===== config.mk =====
export PLATFORM = sky130hd
export DESIGN_NAME = sct_round
export DESIGN_NICKNAME = d
export VERILOG_FILES = /design/src/hdl/sct_pkg.sv /design/src/hdl/sct_round.sv
export SDC_FILE = /design/constraint.sdc
export NUM_CORES = 1
export LEC_CHECK = 0
export ABC_AREA = 1
export BUFFER_PORTS_ARGS = -buffer_cell sky130_fd_sc_hd__buf_2
export CAP_MARGIN = 20
export CORE_ASPECT_RATIO = 0.75
export CORE_MARGIN = 2
export CORE_UTILIZATION = 30
export DETAILED_ROUTE_END_ITERATION = 10
export SETUP_SLACK_MARGIN = 0.4
export SKIP_LAST_GASP = 1
export SYNTH_ARGS = -nofsm -noshare
export SYNTH_HDL_FRONTEND = slang
export SYNTH_SLANG_ARGS = --single-unit

===== constraint.sdc =====
create_clock -name aclk -period 5.9 [get_ports aclk]
set_clock_uncertainty 0.15 [all_clocks]
set_input_delay 0.295 -clock aclk [delete_from_list [all_inputs] [get_ports aclk]]
set_output_delay 0.295 -clock aclk [all_outputs]
set_load 0.01 [all_outputs]

===== src/hdl/sct_pkg.sv =====
// Shared types and constants for the sine/cosine series pipeline.
// Depends on nothing; every other file of the block but sct_mul64 refers to it by scoped names.
`timescale 1ns / 1ps

package sct_pkg;

    // Fraction bits of the internal fixed-point format (signed Q5.58).
    localparam int QF = 58;

    // Latency of the partial-product multiplier in cycles.
    localparam int MUL_LAT = 3;

    // Width of a term magnitude.
    localparam int MAG_W = 63;

    // 1/(2pi) as unsigned Q0.64, truncated.
    localparam logic [63:0] INV2PI_Q64 = 64'h28BE_60DB_9391_054A;

    // 2pi as Q5.58, rounded to nearest.
    localparam logic [63:0] TWO_PI_Q58 = 64'h1921_FB54_442D_1847;

    // One in Q5.58.
    localparam logic [MAG_W-1:0] ONE_Q58 = 63'd1 << QF;

    // 2^63, numerator of the reciprocals of the factorial divisors.
    localparam logic [63:0] HALF_Q63 = 64'h8000_0000_0000_0000;

    // A series term kept as sign and magnitude.
    typedef struct packed {
        logic             neg;
        logic [MAG_W-1:0] mag;
    } term_t;

    // Everything one item carries from one series cell to the next.
    typedef struct packed {
        term_t              s_term;
        term_t              c_term;
        logic signed [63:0] s_sum;
        logic signed [63:0] c_sum;
        logic [MAG_W-1:0]   x2;
    } link_t;

endpackage


===== src/hdl/sct_round.sv =====
// Output formatting: rounding of both Q58 sums to the result format and saturation.
// Depends on sct_pkg; three register stages, sine in lane 0, cosine in lane 1.
`timescale 1ns / 1ps

module sct_round #(
    parameter int RESULT_FRAC_BITS = 30
) (
    input  logic               aclk,
    input  logic               aresetn,
    input  logic               en,
    input  logic               in_vld,
    input  logic signed [63:0] in_sum [2],
    output logic               out_vld,
    output logic [63:0]        out_data
);

    localparam int RND_LAT = 3;
    localparam logic [63:0] ONE_R = 64'd1 << RESULT_FRAC_BITS;

    logic        neg1_reg [2];
    logic [63:0] mag1_reg [2];
    logic [63:0] mag1_next [2];
    logic [63:0] scaled [2];
    logic [63:0] sat [2];
    logic        neg2_reg [2];
    logic [31:0] sat2_reg [2];
    logic [31:0] res3_reg [2];
    logic [31:0] res3_next [2];
    logic [RND_LAT-1:0] vld_reg, vld_next;

    always_comb begin
        for (int l = 0; l < 2; l++) begin
            mag1_next[l] = in_sum[l][63] ? 64'd0 - in_sum[l] : in_sum[l];
        end
    end

    generate
        if (RESULT_FRAC_BITS < sct_pkg::QF) begin : g_down
            localparam int SH = sct_pkg::QF - RESULT_FRAC_BITS;
            localparam logic [63:0] HALF_LSB = 64'd1 << (SH - 1);
            always_comb begin
                for (int l = 0; l < 2; l++) begin
                    scaled[l] = (mag1_reg[l] + HALF_LSB) >> SH;
                end
            end
        end else if (RESULT_FRAC_BITS == sct_pkg::QF) begin : g_same
            always_comb begin
                for (int l = 0; l < 2; l++) begin
                    scaled[l] = mag1_reg[l];
                end
            end
        end else begin : g_up
            localparam int SH = RESULT_FRAC_BITS - sct_pkg::QF;
            localparam logic [63:0] LIM = ONE_R >> SH;
            always_comb begin
                for (int l = 0; l < 2; l++) begin
                    scaled[l] = (mag1_reg[l] > LIM) ? ONE_R : (mag1_reg[l] << SH);
                end
            end
        end
    endgenerate

    always_comb begin
        for (int l = 0; l < 2; l++) begin
            sat[l]       = (scaled[l] > ONE_R) ? ONE_R : scaled[l];
            res3_next[l] = neg2_reg[l] ? 32'd0 - sat2_reg[l] : sat2_reg[l];
        end
    end

    assign vld_next = {vld_reg[RND_LAT-2:0], in_vld};

    always_ff @(posedge aclk) begin
        if (!aresetn) begin
            vld_reg <= '0;
        end else if (en) begin
            vld_reg <= vld_next;
        end
    end

    always_ff @(posedge aclk) begin
        if (en) begin
            for (int l = 0; l < 2; l++) begin
                neg1_reg[l] <= in_sum[l][63];
                mag1_reg[l] <= mag1_next[l];
                neg2_reg[l] <= neg1_reg[l];
                sat2_reg[l] <= sat[l][31:0];
                res3_reg[l] <= res3_next[l];
            end
        end
    end

    assign out_vld  = vld_reg[RND_LAT-1];
    assign out_data = {res3_reg[1], res3_reg[0]};

endmodule


# [Word level (Yosys, flattened, before mapping)]
# Memory sizes are Yosys's and may differ from the RTL's.
# Cells that the tools add are included.
# W data, S select, Z words.
[word_totals] register_bits=3 wordCells=22 output_inout_bits=65 mem_count=5 inputBits=132 mem_bits_rw=260
[memory_table] name="mag1_reg" depth=2 word_bits=64 rd=2 rd_clocked_by_memory_dff=0 write_ports=2 line_no="sct_round.sv:21" source="logic [63:0] mag1_reg [2];"
[memory_table] name="res3_reg" depth=2 word_bits=32 rd=2 rd_clocked_by_memory_dff=0 write_ports=2 line_no="sct_round.sv:27" source="logic [31:0] res3_reg [2];"
[memory_table] name="sat2_reg" depth=2 word_bits=32 rd=2 rd_clocked_by_memory_dff=0 write_ports=2 line_no="sct_round.sv:26" source="logic [31:0] sat2_reg [2];"
[memory_table] name="neg1_reg" depth=2 word_bits=1 rd=2 rd_clocked_by_memory_dff=0 write_ports=2 line_no="sct_round.sv:20" source="logic neg1_reg [2];"
[memory_table] name="neg2_reg" depth=2 word_bits=1 rd=2 rd_clocked_by_memory_dff=0 write_ports=2 line_no="sct_round.sv:25" source="logic neg2_reg [2];"
[op_classes] addsub=6 order_cmp=2 muxes=8
[op_table] cell="$add A64 B28 Y64 const B" count=2
[op_table] cell="$mux W32" count=4
[op_table] cell="$mux W64" count=2
[op_table] cell="$sub A1 B64 Y64 const A" count=2
[op_table] cell="$gt A36 B31 Y1 const B" count=2
[op_table] cell="$sub A1 B32 Y32 const A" count=2
[op_table] cell="$mux W1" count=2

# [Logic depth before layout (Yosys ltp)]
# An unclocked memory read counts as a cell.
[logic_depth] word_depth=4 depth_mapped=16 ltp_nobuf=15

# [Worst setup path before layout]
# No wires, ideal clock.
[synth_timing] path_type="reg-to-reg" from="memory sat2_reg[0][0]" to="memory res3_reg[0][26] (data pin)" setup_ns=0.256 stages_incl_launch_ff=11 synth_period_minus_slack_ns=2.282 required_ns=5.494 n_path_buf=0 setup_slack_ns=3.618 arrival_time_ns=1.875 path_cell_list="edfxtp_1 -> inv_1 -> ha_1 -> nand3_1 -> nor3_1 -> nand4_1 -> or2_2 -> nor2_1 -> a21oi_1 -> o21bai_1 -> nand2_1"
[synth_lines] element="from (decl)" line_no="sct_round.sv:26"
[synth_lines] element="to (decl)" line_no="sct_round.sv:27"

==> flow_results.xml <==
<?xml version="1.0" encoding="UTF-8"?>
<metrics>
  <group name="outcome">
    <metric name="run_status" unit="">completed</metric>
  </group>
  <group name="drt">
    <metric name="dr.pass1.iters" unit="">5</metric>
    <metric name="drtIter0Drc" unit="">766</metric>
    <metric name="vias_per_cell" unit="">4.60</metric>
    <metric name="ant_nets" unit="">0</metric>
    <metric name="post_drt_wl_per_cell" unit="um">14.2</metric>
    <metric name="wl" unit="mm">36.1</metric>
    <metric name="via_count" unit="">11700</metric>
    <metric name="drc_violations_left" unit="">0</metric>
  </group>
  <group name="setup_path">
    <metric name="worst_setup_path_startpoint" unit="">mag1_reg[0][28]</metric>
    <metric name="timing.critical_path.cells" unit="">ha_1, inv_1, nor2_8, nand2_4, nor2_4, nand3_1, xor2_1, nand3_1, nor3_1, nand2_2, nor2_1</metric>
    <metric name="crit_required" unit="ps">6100</metric>
    <metric name="peak_fanout_along_the_critical_path" unit="">30</metric>
    <metric name="critical_path.max_stage_delay" unit="ps">500</metric>
    <metric name="critical-path-top-cell-by-count" unit="">sky130_fd_sc_hd__nand3_1</metric>
    <metric name="critical_path.endpoint_type" unit="">flop</metric>
    <metric name="reg2reg_from" unit="">mag1_reg[0][28]</metric>
    <metric name="cp_data_arrival_time" unit="ps">3040</metric>
    <metric name="crit_path_top_delay_cell" unit="">sky130_fd_sc_hd__nand2_2</metric>
    <metric name="critPathLaunchType" unit="">flop</metric>
    <metric name="timing_worst_setup_path_type" unit="">flop to flop</metric>
  </group>
  <group name="clock_tree">
    <metric name="clk_root_buffer_cell" unit="">sky130_fd_sc_hd__clkbuf_16</metric>
    <metric name="htree_num_levels" unit="">1</metric>
    <metric name="worst_skew_pair.late_latency" unit="ps">520</metric>
    <metric name="tritoncts" unit="">built</metric>
    <metric name="cts_made_buffers" unit="">24</metric>
    <metric name="worst_setup_hold_path_clk_slew" unit="ps">60</metric>
    <metric name="ctsLongestPathBuffers" unit="">3</metric>
    <metric name="clock_sinks" unit="">209</metric>
    <metric name="cts_setup_buffers" unit="">0</metric>
  </group>
  <group name="final_layout">
    <metric name="fin_nets" unit="">2085</metric>
    <metric name="seqCellArea" unit="um2">6250</metric>
    <metric name="flip_flop_count_of_the_largest_register_after_layout" unit="">74</metric>
    <metric name="area_growth_syn_to_layout" unit="%">20.6</metric>
    <metric name="drive_above_1_share" unit="%">16.3</metric>
    <metric name="fillers" unit="">4639</metric>
    <metric name="multi_input_area" unit="um2">6340</metric>
  </group>
  <group name="placed_design">
    <metric name="place_hpwl" unit="mm">28.8</metric>
    <metric name="gp_routability_congestion" unit="">0.905</metric>
    <metric name="port_buffers" unit="">196</metric>
    <metric name="detailedPlace.worstSlack" unit="ps">3040</metric>
  </group>
  <group name="pwr">
    <metric name="cellPowerDensity" unit="nW/um2">240</metric>
    <metric name="leakage" unit="uW">0.00705</metric>
    <metric name="irDropWorstVdd" unit="V">0.000162</metric>
  </group>
  <group name="logic_synthesis">
    <metric name="synth-seq-area-share" unit="%">46.1</metric>
    <metric name="postSynthRegisterBits" unit="">209</metric>
    <metric name="mappedNetlistArea" unit="um2">13500</metric>
    <metric name="yosys.cell_types.count" unit="">37</metric>
    <metric name="syn_area_per_cell" unit="um2">7.93</metric>
    <metric name="netlist_instances" unit="">1706</metric>
    <metric name="synth_warnings" unit="">0</metric>
  </group>
  <group name="die">
    <metric name="die_area" unit="um2">46900</metric>
    <metric name="die_y" unit="um">188</metric>
    <metric name="fp-row-count" unit="">67</metric>
    <metric name="initial_utilization" unit="%">30.4</metric>
    <metric name="die_x" unit="um">249</metric>
    <metric name="ioPinCount" unit="">197</metric>
    <metric name="core_area" unit="um2">44600</metric>
  </group>
  <group name="timing">
    <metric name="final.setup.worst_slack" unit="ps">3050</metric>
    <metric name="finalWorstPathRequiredPeriod" unit="ps">2850</metric>
    <metric name="timing.setup.tns" unit="ps">0</metric>
    <metric name="worst_slew_margin_relative_to_its_limit" unit="%">41.5</metric>
    <metric name="timing.fmax" unit="GHz">0.351</metric>
    <metric name="timing.final.setup_violations" unit="">0</metric>
    <metric name="final_hold_viol_count" unit="">0</metric>
    <metric name="timing_max_transition_violations_final" unit="">0</metric>
    <metric name="rsz0062_at_grt" unit="">false</metric>
    <metric name="min_period_over_period" unit="%">48.3</metric>
    <metric name="worst_slew_pin_slew" unit="ps">875</metric>
  </group>
  <group name="global_routing">
    <metric name="antenna_found_initial" unit="">1</metric>
    <metric name="grt_usage" unit="%">15.3</metric>
    <metric name="largest_net_degree_at_the_start_of_global_routing" unit="">96</metric>
    <metric name="wire_length_of_the_first_global_routing_pass" unit="mm">59.1</metric>
    <metric name="grt_pass1_vias" unit="">11400</metric>
    <metric name="grt.overflow.total" unit="">0</metric>
  </group>
  <group name="run">
    <metric name="max_cap_violations" unit="">0</metric>
  </group>
  <group name="hold_path">
    <metric name="hold_path.startpoint" unit="">in_sum[27]</metric>
    <metric name="hp-class" unit="">input port to flop</metric>
  </group>
</metrics>
==> final timing paths <==
kind	cells past startpoint	slack (ps)	end
worst max-delay path	11	3050	sat2_reg[0][28]
worst min register to register	0	320	neg2_reg[0][0]
worst max register to register	11	3050	sat2_reg[0][28]
worst min-delay path	2	20	mag1_reg[0][91]
==> area by class of cell <==
| class | count | share of cell area, % |
|---|---|---|
| Multi-Input combinational cell | 1256 | 38.8 |
| Sequential cell | 209 | 38.2 |
| Timing Repair Buffer | 235 | 8.42 |
| Inverter | 223 | 5.13 |
| Tap cell | 586 | 4.49 |
| Clock buffer | 30 | 3.95 |
| Clock inverter | 13 | 0.904 |
| Antenna cell | 2 | 0.0306 |
==> cell usage after synthesis <==
cell type                  count  share of area, %
sky130_fd_sc_hd__a21o_1        1             0.055
sky130_fd_sc_hd__a21oi_1      21              0.78
sky130_fd_sc_hd__a31oi_1       4              0.18
sky130_fd_sc_hd__and2_1        2             0.092
sky130_fd_sc_hd__and3_1        3              0.14
sky130_fd_sc_hd__buf_1         1             0.028
sky130_fd_sc_hd__buf_6         6              0.50
sky130_fd_sc_hd__clkbuf_1     12              0.33
sky130_fd_sc_hd__clkinv_1      1             0.028
sky130_fd_sc_hd__conb_1        1             0.028
sky130_fd_sc_hd__dfxtp_1       3              0.44
sky130_fd_sc_hd__edfxtp_1    206                46
sky130_fd_sc_hd__ha_1          4              0.37
sky130_fd_sc_hd__inv_1       222               6.2
sky130_fd_sc_hd__nand2_1     414                11
sky130_fd_sc_hd__nand2_2       9              0.42
sky130_fd_sc_hd__nand2_4       2              0.17
sky130_fd_sc_hd__nand3_1      85               3.1
sky130_fd_sc_hd__nand3b_1     28               1.6
sky130_fd_sc_hd__nand3b_2      1             0.083
sky130_fd_sc_hd__nand4_1      37               1.7
sky130_fd_sc_hd__nor2_1      312               8.7
sky130_fd_sc_hd__nor2_2       53               2.4
sky130_fd_sc_hd__nor2_4       13               1.1
sky130_fd_sc_hd__nor2_8        1              0.15
sky130_fd_sc_hd__nor3_1       32               1.2
sky130_fd_sc_hd__nor3_2        1             0.074
sky130_fd_sc_hd__nor3b_1       1             0.055
sky130_fd_sc_hd__nor4_1       26               1.2
sky130_fd_sc_hd__o21ai_0      40               1.5
sky130_fd_sc_hd__o21ai_1       2             0.074
sky130_fd_sc_hd__o21bai_1      5              0.28
sky130_fd_sc_hd__o31ai_1       5              0.28
sky130_fd_sc_hd__or2_2         8              0.37
sky130_fd_sc_hd__or3_1         1             0.046
sky130_fd_sc_hd__xnor2_1      32               2.1
sky130_fd_sc_hd__xor2_1      111               7.2
==> cell families after synthesis <==
family | synth area share (%)
AOI/OAI and AO/OA | 3.12
xor gates and xnor gates | 9.25
adders and majority gates | 0.370
buffers and inverters | 7.04
DFF | 46.1
other | 0.0277
and+or+nand+nor | 34.0
==> worst max-delay path, delay by kind of cell, from the launching register on <==
family	cells	cell delay [ps]
xor+xnor	1	140
flops	1	370
simple gates	8	1720
fa+ha+maj	1	190
buf+inv	1	100
==> metrics by stage <==
step | instance area [um2] | total power (uW) | util (%) | hold slack (ps) | std cells
after floorplan | 13500 | 2200 | - | 244 | 1707
after global placement | 15200 | 2440 | 34.0 | 314 | 2472
after detailed placement | 15200 | 2450 | 34.0 | 320 | 2472
after CTS | 16300 | 3970 | 36.6 | 0.469 | 2552
after global routing | 16300 | 4110 | 36.6 | 12.5 | 2553
final | 16300 | 3920 | 36.6 | 18.3 | 2554
==> report_power, final <==
part / internal [uW] / switching, uW / leakage [uW]
combinational: 211 / 365 / 0.00458
sequential: 1770 / 98.3 / 0.00210
clock: 903 / 578 / 0.000379
total: 2880 / 1040 / 0.00705
==> layout by cell type, fill, tap and decap left out, types with 2 or more instances in the layout <==
cell / synthesis / final
sky130_fd_sc_hd__buf_4: 0 / 2
sky130_fd_sc_hd__nand2_4: 2 / 2
sky130_fd_sc_hd__and2_1: 2 / 2
sky130_fd_sc_hd__o21ai_0: 40 / 40
sky130_fd_sc_hd__clkinvlp_4: 0 / 2
sky130_fd_sc_hd__xnor2_1: 32 / 32
sky130_fd_sc_hd__or2_2: 8 / 8
sky130_fd_sc_hd__diode_2: 0 / 2
sky130_fd_sc_hd__a21oi_1: 21 / 21
sky130_fd_sc_hd__and3_1: 3 / 3
sky130_fd_sc_hd__nand3b_1: 28 / 28
sky130_fd_sc_hd__a31oi_1: 4 / 4
sky130_fd_sc_hd__nand2_2: 9 / 9
sky130_fd_sc_hd__nand2_1: 414 / 414
sky130_fd_sc_hd__dlygate4sd3_1: 0 / 37
sky130_fd_sc_hd__nor2_2: 53 / 53
sky130_fd_sc_hd__bufinv_16: 0 / 3
sky130_fd_sc_hd__o31ai_1: 5 / 5
sky130_fd_sc_hd__dfxtp_1: 3 / 3
sky130_fd_sc_hd__clkinv_4: 0 / 2
sky130_fd_sc_hd__ha_1: 4 / 4
sky130_fd_sc_hd__nand3_1: 85 / 85
sky130_fd_sc_hd__nor4_1: 26 / 26
sky130_fd_sc_hd__xor2_1: 111 / 111
sky130_fd_sc_hd__o21bai_1: 5 / 5
sky130_fd_sc_hd__conb_1: 1 / 2
sky130_fd_sc_hd__nand4_1: 37 / 37
sky130_fd_sc_hd__o21ai_1: 2 / 2
sky130_fd_sc_hd__buf_2: 0 / 195
sky130_fd_sc_hd__nor2_4: 13 / 13
sky130_fd_sc_hd__clkinv_1: 1 / 5
sky130_fd_sc_hd__nor2_1: 312 / 312
sky130_fd_sc_hd__clkbuf_16: 0 / 25
sky130_fd_sc_hd__edfxtp_1: 206 / 206
sky130_fd_sc_hd__nor3_1: 32 / 32
sky130_fd_sc_hd__clkinv_2: 0 / 2
sky130_fd_sc_hd__clkbuf_1: 12 / 5
sky130_fd_sc_hd__inv_1: 222 / 222
==> per-layer routing <==
metal	vias up	share of wire, %	track usage [%]
met4	0	2.2	3.85
met5	-	0	0
met1	5331	52	23.8
met3	59	5.2	2.07
li1	5999	-	-
met2	355	40	22.1
==> repair_timing <==
| action | 4_1_cts | 5_1_grt |
|---|---|---|
| hold buffers | 37 | 0 |
| resized for setup | 0 | 0 |
| endpoints found under the hold margin | 38 | 0 |
Power figures use the tool's default switching activity.
